[src/hdl/masb_pkg.sv]
// Shared types and fixed field widths for the mux ADC scan buffer.
// No dependencies.
`timescale 1ns / 1ps

package masb_pkg;

   localparam int SAMPLE_IN_W = 10;
   localparam int CHAN_ID_W   = 5;
   localparam int SEL_W       = 4;
   localparam int INPUT_W     = 4;
   localparam int REQ_DATA_W  = 16;
   localparam int RSP_DATA_W  = 24;
   localparam int QUEUE_DEPTH = 3;

   localparam logic ACT_CONVERT = 1'b0;
   localparam logic ACT_READ    = 1'b1;

   typedef struct packed {
      logic                   mux_number;
      logic [SEL_W-1:0]       mux_select;
      logic                   start_conversion;
      logic                   data_available;
      logic [SAMPLE_IN_W-1:0] read_value;
   } rsp_word_type;

endpackage

[src/hdl/mux_adc_scan_buffer.sv]
// Scan sequencer and channel buffer for ADC inputs behind analog muxes.
// Each accepted request word is registered in the p_*_ff stage, then pushed into the result queue.
// Throughput: one word per cycle while the queue has room; a three-word result queue absorbs stalls.
// Reset clears the scan state, read mask, order table and sample valid bits;
// unwritten buffer entries read as zero. No clearing pass is needed.
// Depends on masb_pkg.
`timescale 1ns / 1ps

module mux_adc_scan_buffer
   import masb_pkg::*;
#(
   parameter int CHANNELS    = 32,
   parameter int MUX_INPUTS  = 16,
   parameter int MUX_COUNT   = 2,
   parameter int SAMPLE_BITS = 10
) (
   input  logic                  clock,
   input  logic                  reset,
   input  logic                  csr_wr_en,
   input  logic [63:0]           csr_wr_data,
   input  logic                  req_tvalid,
   output logic                  req_tready,
   input  logic [REQ_DATA_W-1:0] req_tdata,  // sample[9:0], channel_id[14:10]
   input  logic                  req_tuser,  // action
   output logic                  rsp_tvalid,
   input  logic                  rsp_tready,
   output logic [RSP_DATA_W-1:0] rsp_tdata   // read_value[9:0], data_available[10],
                                             // start_conversion[11], mux_select[15:12],
                                             // mux_number[16]
);

   localparam int FILL_W = $clog2(CHANNELS);
   localparam int MUX_W  = (MUX_COUNT > 1) ? $clog2(MUX_COUNT) : 1;
   localparam int PTR_W  = $clog2(QUEUE_DEPTH);

   logic                   accept;
   logic [SAMPLE_IN_W-1:0] req_sample;
   logic [CHAN_ID_W-1:0]   req_chan;
   logic                   chan_ok;
   logic [FILL_W-1:0]      chan_idx;
   logic [CHANNELS-1:0]    mask_upd;
   logic                   full;
   logic                   wr_en;
   logic                   start;

   logic [63:0]            order_ff;
   logic [FILL_W-1:0]      fill_ff,  fill_in;
   logic [INPUT_W-1:0]     input_ff, input_in;
   logic [MUX_W-1:0]       mux_ff,   mux_in;
   logic                   adc_ff,   adc_in;
   logic                   ready_ff, ready_in;
   logic [CHANNELS-1:0]    mask_ff,  mask_in;
   logic [CHANNELS-1:0]    valid_ff;

   logic [SAMPLE_BITS-1:0] store_mem [CHANNELS];
   logic [SAMPLE_BITS-1:0] rd_data_ff;

   logic                   p_valid_ff;
   logic                   p_hit_ff;
   logic                   p_avail_ff;
   logic                   p_start_ff;
   logic [SEL_W-1:0]       p_sel_ff;
   logic                   p_mux_ff;

   rsp_word_type           push_word;
   rsp_word_type           queue_ff [QUEUE_DEPTH];
   logic [PTR_W-1:0]       head_ff, tail_ff;
   logic [PTR_W:0]         count_ff;
   logic                   pop;

   assign req_sample = req_tdata[SAMPLE_IN_W-1:0];
   assign req_chan   = req_tdata[SAMPLE_IN_W +: CHAN_ID_W];
   assign chan_ok    = int'(req_chan) < CHANNELS;
   assign chan_idx   = FILL_W'(req_chan);
   assign mask_upd   = mask_ff | (CHANNELS'(1) << chan_idx);
   assign full       = fill_ff == FILL_W'(CHANNELS - 1);

   assign req_tready = (PTR_W+1)'(count_ff + (PTR_W+1)'(p_valid_ff))
                       < (PTR_W+1)'(QUEUE_DEPTH);
   assign accept     = req_tvalid && req_tready;

   always_comb begin
      fill_in  = fill_ff;
      input_in = input_ff;
      mux_in   = mux_ff;
      adc_in   = adc_ff;
      ready_in = ready_ff;
      mask_in  = mask_ff;
      wr_en    = 1'b0;
      start    = 1'b0;
      if (accept) begin
         if (req_tuser == ACT_CONVERT) begin
            if (!ready_ff) begin
               wr_en   = 1'b1;
               fill_in = full ? '0 : fill_ff + FILL_W'(1);
               if (input_ff == INPUT_W'(MUX_INPUTS - 1)) begin
                  input_in = '0;
                  mux_in   = (mux_ff == MUX_W'(MUX_COUNT - 1)) ? '0 : mux_ff + MUX_W'(1);
                  if (int'(mux_in) < 2) begin
                     adc_in = mux_in[0];
                  end
               end else begin
                  input_in = input_ff + INPUT_W'(1);
               end
               if (full) begin
                  ready_in = 1'b1;
               end
               start = !full;
            end
         end else begin
            if (chan_ok) begin
               if (mask_upd == {CHANNELS{1'b1}}) begin
                  mask_in  = '0;
                  ready_in = 1'b0;
                  start    = 1'b1;
               end else begin
                  mask_in = mask_upd;
               end
            end
         end
      end
   end

   always_ff @(posedge clock) begin
      if (reset) begin
         order_ff   <= '0;
         fill_ff    <= '0;
         input_ff   <= '0;
         mux_ff     <= '0;
         adc_ff     <= 1'b0;
         ready_ff   <= 1'b0;
         mask_ff    <= '0;
         valid_ff   <= '0;
         p_valid_ff <= 1'b0;
      end else begin
         if (csr_wr_en) begin
            order_ff <= csr_wr_data;
         end
         fill_ff    <= fill_in;
         input_ff   <= input_in;
         mux_ff     <= mux_in;
         adc_ff     <= adc_in;
         ready_ff   <= ready_in;
         mask_ff    <= mask_in;
         p_valid_ff <= accept;
         if (wr_en) begin
            valid_ff[fill_ff] <= 1'b1;
         end
      end
   end

   // sample buffer: one write port, one registered read port
   always_ff @(posedge clock) begin
      if (wr_en) begin
         store_mem[fill_ff] <= SAMPLE_BITS'(req_sample);
      end
      if (accept) begin
         rd_data_ff <= store_mem[chan_idx];
      end
   end

   always_ff @(posedge clock) begin
      if (accept) begin
         p_hit_ff   <= (req_tuser == ACT_READ) && chan_ok && valid_ff[chan_idx];
         p_avail_ff <= ready_in;
         p_start_ff <= start;
         p_sel_ff   <= order_ff[{input_in, 2'b00} +: SEL_W];
         p_mux_ff   <= adc_in;
      end
   end

   always_comb begin
      push_word.read_value       = p_hit_ff ? SAMPLE_IN_W'(rd_data_ff) : '0;
      push_word.data_available   = p_avail_ff;
      push_word.start_conversion = p_start_ff;
      push_word.mux_select       = p_sel_ff;
      push_word.mux_number       = p_mux_ff;
   end

   // result queue
   assign rsp_tvalid = count_ff != '0;
   assign pop        = rsp_tvalid && rsp_tready;
   assign rsp_tdata  = RSP_DATA_W'(queue_ff[head_ff]);

   always_ff @(posedge clock) begin
      if (reset) begin
         head_ff  <= '0;
         tail_ff  <= '0;
         count_ff <= '0;
      end else begin
         if (p_valid_ff) begin
            tail_ff <= (tail_ff == PTR_W'(QUEUE_DEPTH - 1)) ? '0 : tail_ff + PTR_W'(1);
         end
         if (pop) begin
            head_ff <= (head_ff == PTR_W'(QUEUE_DEPTH - 1)) ? '0 : head_ff + PTR_W'(1);
         end
         count_ff <= count_ff + (PTR_W+1)'(p_valid_ff) - (PTR_W+1)'(pop);
      end
   end

   always_ff @(posedge clock) begin
      if (p_valid_ff) begin
         queue_ff[tail_ff] <= push_word;
      end
   end

   a_no_overflow: assert property (@(posedge clock) disable iff (reset)
      p_valid_ff |-> count_ff < (PTR_W+1)'(QUEUE_DEPTH) || pop)
      else $error("result queue overflow");

   a_fill_range: assert property (@(posedge clock) disable iff (reset)
      int'(fill_ff) < CHANNELS)
      else $error("fill index out of range");

   a_ready_fill: assert property (@(posedge clock) disable iff (reset)
      ready_ff |-> fill_ff == '0)
      else $error("scan ready with partial fill");

   a_start_avail: assert property (@(posedge clock) disable iff (reset)
      p_valid_ff |-> !(p_start_ff && p_avail_ff))
      else $error("conversion requested while data available");

   a_ready_set: assert property (@(posedge clock) disable iff (reset)
      $rose(ready_ff) |-> $past(wr_en))
      else $error("scan ready without final conversion");

endmodule

[config.mk]
export PLATFORM = sky130hd
export DESIGN_NAME = mux_adc_scan_buffer
export DESIGN_NICKNAME = d
export VERILOG_FILES = /design/src/hdl/masb_pkg.sv /design/src/hdl/mux_adc_scan_buffer.sv
export SDC_FILE = /design/constraint.sdc
export NUM_CORES = 1
export LEC_CHECK = 0
export BUFFER_PORTS_ARGS = -buffer_cell sky130_fd_sc_hd__buf_2
export CAP_MARGIN = 20
export CORE_MARGIN = 10
export CORE_UTILIZATION = 25
export DETAILED_ROUTE_END_ITERATION = 8
export HOLD_SLACK_MARGIN = 0.03
export SKIP_LAST_GASP = 1
export SLEW_MARGIN = 20
export SYNTH_ARGS = -nofsm -noshare
export SYNTH_HDL_FRONTEND = slang
export SYNTH_SLANG_ARGS = --single-unit
[constraint.sdc]
create_clock -name clock -period 6.2 [get_ports clock]
set_clock_uncertainty 0.15 [all_clocks]
set_input_delay 0.62 -clock clock [delete_from_list [all_inputs] [get_ports clock]]
set_output_delay 0.62 -clock clock [all_outputs]
set_load 0.02 [all_outputs]
==> results of run 1 <==
## registers in the layout (all words and copies together) (netlist names), named ones only
register,flops
p_sel_ff,4
tail_ff,2
head_ff,2
mux_ff,1
p_valid_ff,1
rd_data_ff,10
adc_ff,1
fill_ff,5
mask_ff,32
queue_ff,51
p_mux_ff,1
p_avail_ff,1
store_mem,320
p_hit_ff,1
order_ff,64
input_ff,4
count_ff,3
p_start_ff,1
ready_ff,1
valid_ff,32
## worst min-delay path, delay by kind of cell
family	cells	cell delay [ns]
buffers and inverters	1	0.08
and+or+nand+nor	1	0.07
muxes	1	0.05
## final cells by class
type	instances	area [um2]
fillers	8344	60100
flip-flops and latches	539	14700
multi-input cells	703	6310
well taps	1144	1430
clock buffers	67	1410
repair buffers	118	639
clock inverters	32	357
inverters	10	37.5
## logic make-up (layout without fill, tap and decap cells)
| logic type | Yosys count | in the layout | synth area share, % |
|---|---|---|---|
| adder cells (fa/ha/maj) | 10 | 10 | 0.585 |
| flip-flops | 539 | 539 | 68.6 |
| XOR/XNOR | 5 | 5 | 0.205 |
| multiplexers | 231 | 231 | 17.3 |
| other | 1 | 7 | 0.0175 |
| buffers and inverters | 92 | 227 | 2.09 |
| AND/OR/NAND/NOR | 305 | 305 | 6.83 |
| AO/OA/AOI/OAI | 145 | 145 | 4.33 |
## synthesized netlist by cell type (2+ instances only)
| master | count | area share [%] |
|---|---|---|
| edfxtp_1 | 389 | 55 |
| nor2_1 | 165 | 2.9 |
| dfxtp_1 | 150 | 14 |
| mux4_2 | 110 | 12 |
| mux2i_1 | 108 | 5.1 |
| a21oi_1 | 59 | 1.4 |
| nand2_1 | 53 | 0.93 |
| clkbuf_1 | 41 | 0.72 |
| o21a_1 | 25 | 0.88 |
| o21ai_0 | 22 | 0.51 |
| buf_2 | 21 | 0.49 |
| and2_1 | 17 | 0.50 |
| mux2_2 | 13 | 0.68 |
| a32oi_1 | 11 | 0.45 |
| nor3_2 | 11 | 0.51 |
| buf_4 | 10 | 0.35 |
| ha_1 | 10 | 0.58 |
| inv_1 | 9 | 0.16 |
| a22oi_1 | 8 | 0.28 |
| nor3_1 | 8 | 0.19 |
| nor2b_1 | 6 | 0.18 |
| nor4_1 | 6 | 0.18 |
| a21o_1 | 5 | 0.18 |
| buf_1 | 5 | 0.088 |
| buf_6 | 5 | 0.26 |
| nand3b_1 | 5 | 0.18 |
| a31oi_1 | 4 | 0.12 |
| and4_1 | 4 | 0.16 |
| nand4_1 | 4 | 0.12 |
| a32o_1 | 3 | 0.14 |
| and3_1 | 3 | 0.088 |
| and3b_1 | 3 | 0.12 |
| nand3_1 | 3 | 0.070 |
| or3_1 | 3 | 0.088 |
| xor2_1 | 3 | 0.12 |
| a21boi_0 | 2 | 0.070 |
| nand2b_1 | 2 | 0.058 |
| nor3b_4 | 2 | 0.18 |
| nor4b_1 | 2 | 0.082 |
| or3b_2 | 2 | 0.082 |
| xnor2_1 | 2 | 0.082 |
## worst max-delay path by stage
stage	from	to	slack (ns)	depth (start not counted)
final	p_valid_ff	p_sel_ff[3]	2.26	8
after global routing	p_valid_ff	p_sel_ff[3]	2.05	8
after CTS	p_valid_ff	store_mem[7][1]	2.21	6
after detailed placement	req_tdata[10]	rd_data_ff[3]	2.15	5
after global placement	req_tdata[10]	rd_data_ff[3]	2.13	5
after floorplan	req_tdata[10]	rd_data_ff[0]	3.34	6
## through the flow
step | total power [mW] | hold slack [ns]
floorplan | 4.73 | 0.285
global placement | 5.05 | 0.292
detailed placement | 5.07 | 0.298
CTS | 8.30 | 0.0702
global route | 8.50 | 0.0800
finish | 8.20 | 0.0998
## per-layer routing
layer / vias up / part of all wire (%) / global-route usage, %
met5: - / 0.21 / 0
met4: 16 / 1.8 / 2.11
met3: 79 / 6.4 / 2.54
met2: 306 / 47 / 15.2
met1: 5893 / 44 / 12.6
li1: 5303 / - / -
## where the power goes
group / internal (mW) / switching [mW]
registers: 4.03 / 0.0882
logic: 0.312 / 0.547
clock network: 1.87 / 1.35
total: 6.21 / 1.99
==> results.toml, run 1 <==
[placed_design]
dp_hpwl_mm = 30.7
gp_congestion = 0.768
port_buffers = 103
place_area_um2 = 23000
pre_cts_ws_ns = 2.15
placed_cells = 2508

[cts]
cts_resized = 0
clock_latency_ns = 0.62
cts_hold_buf = 0
clock-root-buffer = "clkbuf_16"
clk_pin_slew_ns = 0.06
cts_inserted_buffers = 54
htree_num_levels = 2
cts_sinks = 539
clock_path_buffers = 3
cts_tree = "yes"
postCtsSetupRepairBufs = 0

[synth]
ys_seq_area_share_pct = 68.6
yosys_warnings = 0
synthArstFlopShare_pct = 0
synth-edff-count = 389
synth_top_flop_cell = "edfxtp_1"
synth_cell_types = 55
ys_ff_latch = 539
syn_avg_cell_area_um2 = 16.1
synthCells = 1328
synth_area_um2 = 21400

[global_routing]
grt_pass1_wl_mm = 72.1
antenna_found_initial = 9
grt-ovfl-total = 0
track_usage_pct = 9.46
grt_max_degree = 91
grt_pass1_vias = 11700

[timing]
finalHoldViolations = 0
min_period_over_period_pct = 63.6
max_slew.worst_pin.slew_ns = 1.17
rsz0062_at_grt = "false"
fin_crit_ns = 3.94
drv_slew = 0
relSlewSlack_pct = 22.0
postLayoutSetupSlackWorst_ns = 2.26
setup_viol = 0
tns_ns = 0
fmax_ghz = 0.254

[critical_path]
worst_r2r_path_depth = 8
crit_path_end_kind = "flip-flop"
path_cells = "ha_1 > ha_1 > a21bo_2 > nor3_2 > mux2i_1 > nor2_1 > a22oi_1 > and4_1"
rr_endpoint = "p_sel_ff[3]"
reg2reg_from = "p_valid_ff"
critPathMaxFanout = 13
required_ns = 6.52
cp_slowest_cell = "mux2i_1"
max_stage_delay_ns = 0.94
crit_arrival_ns = 4.26
crit_family = "simple AND/OR/NAND/NOR gates"
crit_buf_inv = 0
r2r_slack_ns = 2.26
crit_top_cell = "ha_1"
startpoint_type = "flip-flop"
crit_type = "reg2reg"

[route]
wirelength_mm = 47.5
vias_per_cell = 4.44
vias = 11600
drt_iter0_markers = 936
drc = 0
ant_nets = 0
wl_per_cell_um = 18.2
dr.pass1.iters = 5

[cells_and_area]
final_util_pct = 29.3
syn_to_final_growth_pct = 16.2
layout.nets = 1522
stdcell_count = 2613
final_area_um2 = 24900
final_common_cell = "edfxtp_1"
final_cell_mix = "389 x edfxtp_1, 161 x nor2_1, 150 x dfxtp_1"
drive_gt1_share_pct = 23.4
diodes = 0

[power]
cellPowerDensity_nw_per_um2 = 330
ir_drop_v = 0.000191
p_leak_nw = 8.28

[die]
die_w_um = 313
io_pins = 112
core_area_um2 = 85000
die_y_um = 313
dieArea_um2 = 97700
rows = 107
initial_utilization_pct = 25.2

[hold_path]
whs_endpoint = "order_ff[57]"
min_path_cells = 3
hp-class = "in2reg"
min_from = "csr_wr_data[57]"

[job]
cap_violations = 0

[outcome]
status = "completed"
Power figures use the tool's default switching activity.
==> run 2: changes to the inputs <==
--- a/config.mk
+++ b/config.mk
@@ -5,6 +5,7 @@
 export SDC_FILE = /design/constraint.sdc
 export NUM_CORES = 1
 export LEC_CHECK = 0
+export ABC_AREA = 1
 export BUFFER_PORTS_ARGS = -buffer_cell sky130_fd_sc_hd__buf_2
 export CAP_MARGIN = 20
 export CORE_MARGIN = 10
==> constraint.sdc (replaced) <==
create_clock -name clock -period 3.5 [get_ports clock]
set_clock_uncertainty 0.15 [all_clocks]
set_input_delay 0.35 -clock clock [delete_from_list [all_inputs] [get_ports clock]]
set_output_delay 0.35 -clock clock [all_outputs]
set_load 0.02 [all_outputs]
==> results.toml, run 2 <==
[outcome]
status = "completed"

[cells_and_area]
fill_cells = 8644
largestRegisters = "store_mem: 320 flops, order_ff: 64 flops, queue_ff: 51 flops"
syn_to_final_growth_pct = 21.3
final_common_cell = "nand2_1"
top_register = "store_mem"
layout.nets = 2310
stdcell_count = 3408
drive_gt1_share_pct = 12.2
final_cell_mix = "439 x nand2_1, 389 x edfxtp_1, 219 x nor2_1"
largest_register_ffs = 320
final_area_um2 = 26200

[die]
core_area_um2 = 85500
initial_utilization_pct = 25.3
die_y_um = 314
rows = 107
die_w_um = 314
dieArea_um2 = 98600
io_pins = 112

[route]
vias_per_cell = 4.57
dr.pass1.iters = 6
drc = 0
wirelength_mm = 58.8
drt_iter0_markers = 1495
ant_nets = 0
wl_per_cell_um = 17.2
vias = 15600

[synth]
yosysTopAreaCellShare_pct = 54.0
ys_ff_latch = 539
synthCells = 2034
synthTopCellsByArea = "edfxtp_1 54%, dfxtp_1 14%, nand2_1 7.6%"
synth_xor_area_share_pct = 0.116
synthArstFlopShare_pct = 0
yosys-top-cells-count = "439 x nand2_1, 389 x edfxtp_1, 221 x nor2_1"
synth_cell_types = 37
synthSimpleGateAreaFrac_pct = 17.7
yosys_warnings = 0
synth_compound_area_share_pct = 8.81
ys_seq_area_share_pct = 67.9
synthMuxAreaShare_pct = 0
synth_top_family_by_area = "simple AND/OR/NAND/NOR gates"
synth_fa_ha_area_share_pct = 0.579
syn_avg_cell_area_um2 = 10.6
synth_top_flop_cell = "edfxtp_1"
synth_largest_area_cell = "edfxtp_1"
synth.most_common_cell = "nand2_1"
synth_area_um2 = 21600
synth-edff-count = 389

[cts]
cts_hold_buf = 67
clock-root-buffer = "clkbuf_16"
cts_tree = "yes"
cts_sinks = 539
clk_pin_slew_ns = 0.06
cts_inserted_buffers = 57
htree_num_levels = 2
postCtsSetupRepairBufs = 0
cts_resized = 0
clock_latency_ns = 0.62
clock_path_buffers = 3

[timing]
rsz0062_at_grt = "false"
min_period_over_period_pct = 82.5
postLayoutSetupSlackWorst_ns = 0.612
max_slew.worst_pin.slew_ns = 0.970
fin_crit_ns = 2.89
fmax_ghz = 0.346
tns_ns = 0
setup_viol = 0
finalHoldViolations = 0
relSlewSlack_pct = 35.3
drv_slew = 0

[placed_design]
place_area_um2 = 23700
placed_cells = 3232
pre_cts_ws_ns = 0.625
port_buffers = 103
dp_hpwl_mm = 33.9
gp_congestion = 0.778

[global_routing]
antenna_found_initial = 5
grt_pass1_wl_mm = 88.5
track_usage_pct = 11.4
grt_max_degree = 81
grt_pass1_vias = 14600
grt-ovfl-total = 0

[critical_path]
startpoint_type = "flip-flop"
cp_slowest_cell = "buf_4"
critPathMaxFanout = 33
crit_type = "reg2reg"
path_cells = "ha_1 > ha_1 > nand2_1 > nand4_2 > clkinv_1 > nand2_1 > buf_4 > nand3_1 > nand3_1 > nand3_1 > nand3_1 > nand2_1"
crit_arrival_ns = 3.10
crit_path_end_kind = "flip-flop"
required_ns = 3.71
crit_top_cell = "nand3_1"
max_stage_delay_ns = 0.36

[power]
p_leak_nw = 9.24
p_int_mw = 11.3
p_sw_share_pct = 26.8
switchingPower_mw = 4.13
ir_drop_v = 0.000383
comb_power_share_pct = 14.2
cellPowerDensity_nw_per_um2 = 587
total_power_mw = 15.4
power_frac_clock_pct = 38.3
power_frac_seq_pct = 47.4

[hold_path]
hp-class = "in2reg"

[job]
cap_violations = 0
-- run 2: cell count changes after synthesis, moves of 70 or more --
| cell | change |
|---|---|
| nand2_1 | +386 |
| inv_1 | +111 |
| mux2i_1 | -108 |
| a21oi_1 | +74 |
| nand3_1 | +119 |
| o21ai_0 | +70 |
| mux4_2 | -110 |
-- run 2: power groups by stage --
| stage | logic (mW) | registers [mW] | clock network, mW |
|---|---|---|---|
| after global placement | 2.16 | 7.44 | 0 |
| after detailed placement | 2.16 | 7.44 | 0 |
| after CTS | 2.23 | 7.31 | 6.01 |
| final | 2.19 | 7.31 | 5.90 |
| after global routing | 2.44 | 7.33 | 6.30 |
| after floorplan | 1.34 | 7.38 | 0 |
-- run 2: final cells by class --
cell class | count | area [um2] | area share [%]
flip-flops and latches | 539 | 14700 | 56.0
multi-input cells | 1244 | 5950 | 22.7
repair buffers | 243 | 1850 | 7.04
clock buffers | 81 | 1620 | 6.17
well taps | 1144 | 1430 | 5.46
inverters | 129 | 485 | 1.85
clock inverters | 26 | 216 | 0.825
diodes | 2 | 5.00 | 0.0191
-- run 2: final timing paths --
check / from / slack, ns / depth (start not counted) / endpoint
worst max-delay path: p_valid_ff / 0.61 / 12 / p_sel_ff[1]
worst min-delay path: req_tdata[7] / 0.16 / 1 / store_mem[14][7]
worst max register to register: p_valid_ff / 0.61 / 12 / p_sel_ff[1]
worst min register to register: order_ff[5] / 0.30 / 2 / order_ff[5]
-- run 2: through the flow --
stage | hold slack, ns | util [%]
2_1_floorplan | 0.280 | -
3_3_place_gp | 0.295 | 27.7
3_5_place_dp | 0.299 | 27.7
4_1_cts | 0.131 | 30.7
5_1_grt | 0.157 | 30.7
6_report | 0.160 | 30.7
-- run 2: logic make-up after synthesis --
family / count (synthesis)
xor gates and xnor gates: 2
other: 1
DFF: 539
buffers and inverters: 257
and+or+nand+nor: 897
AOI/OAI and AO/OA: 328
adders and majority gates: 10
-- run 2: worst max-delay path: cells and delay by family (launching register included) --
kind          cells  cell delay (ns)
flops             1             0.31
buf+inv           2             0.65
fa+ha+maj         2             0.47
simple gates      8             1.04
-- run 2: per-layer routing --
metal  track usage, %  part of all wire, %
met3             1.72                  5.7
met5                0                0.049
met2             18.5                   48
met4             4.12                  2.8
met1             15.2                   44
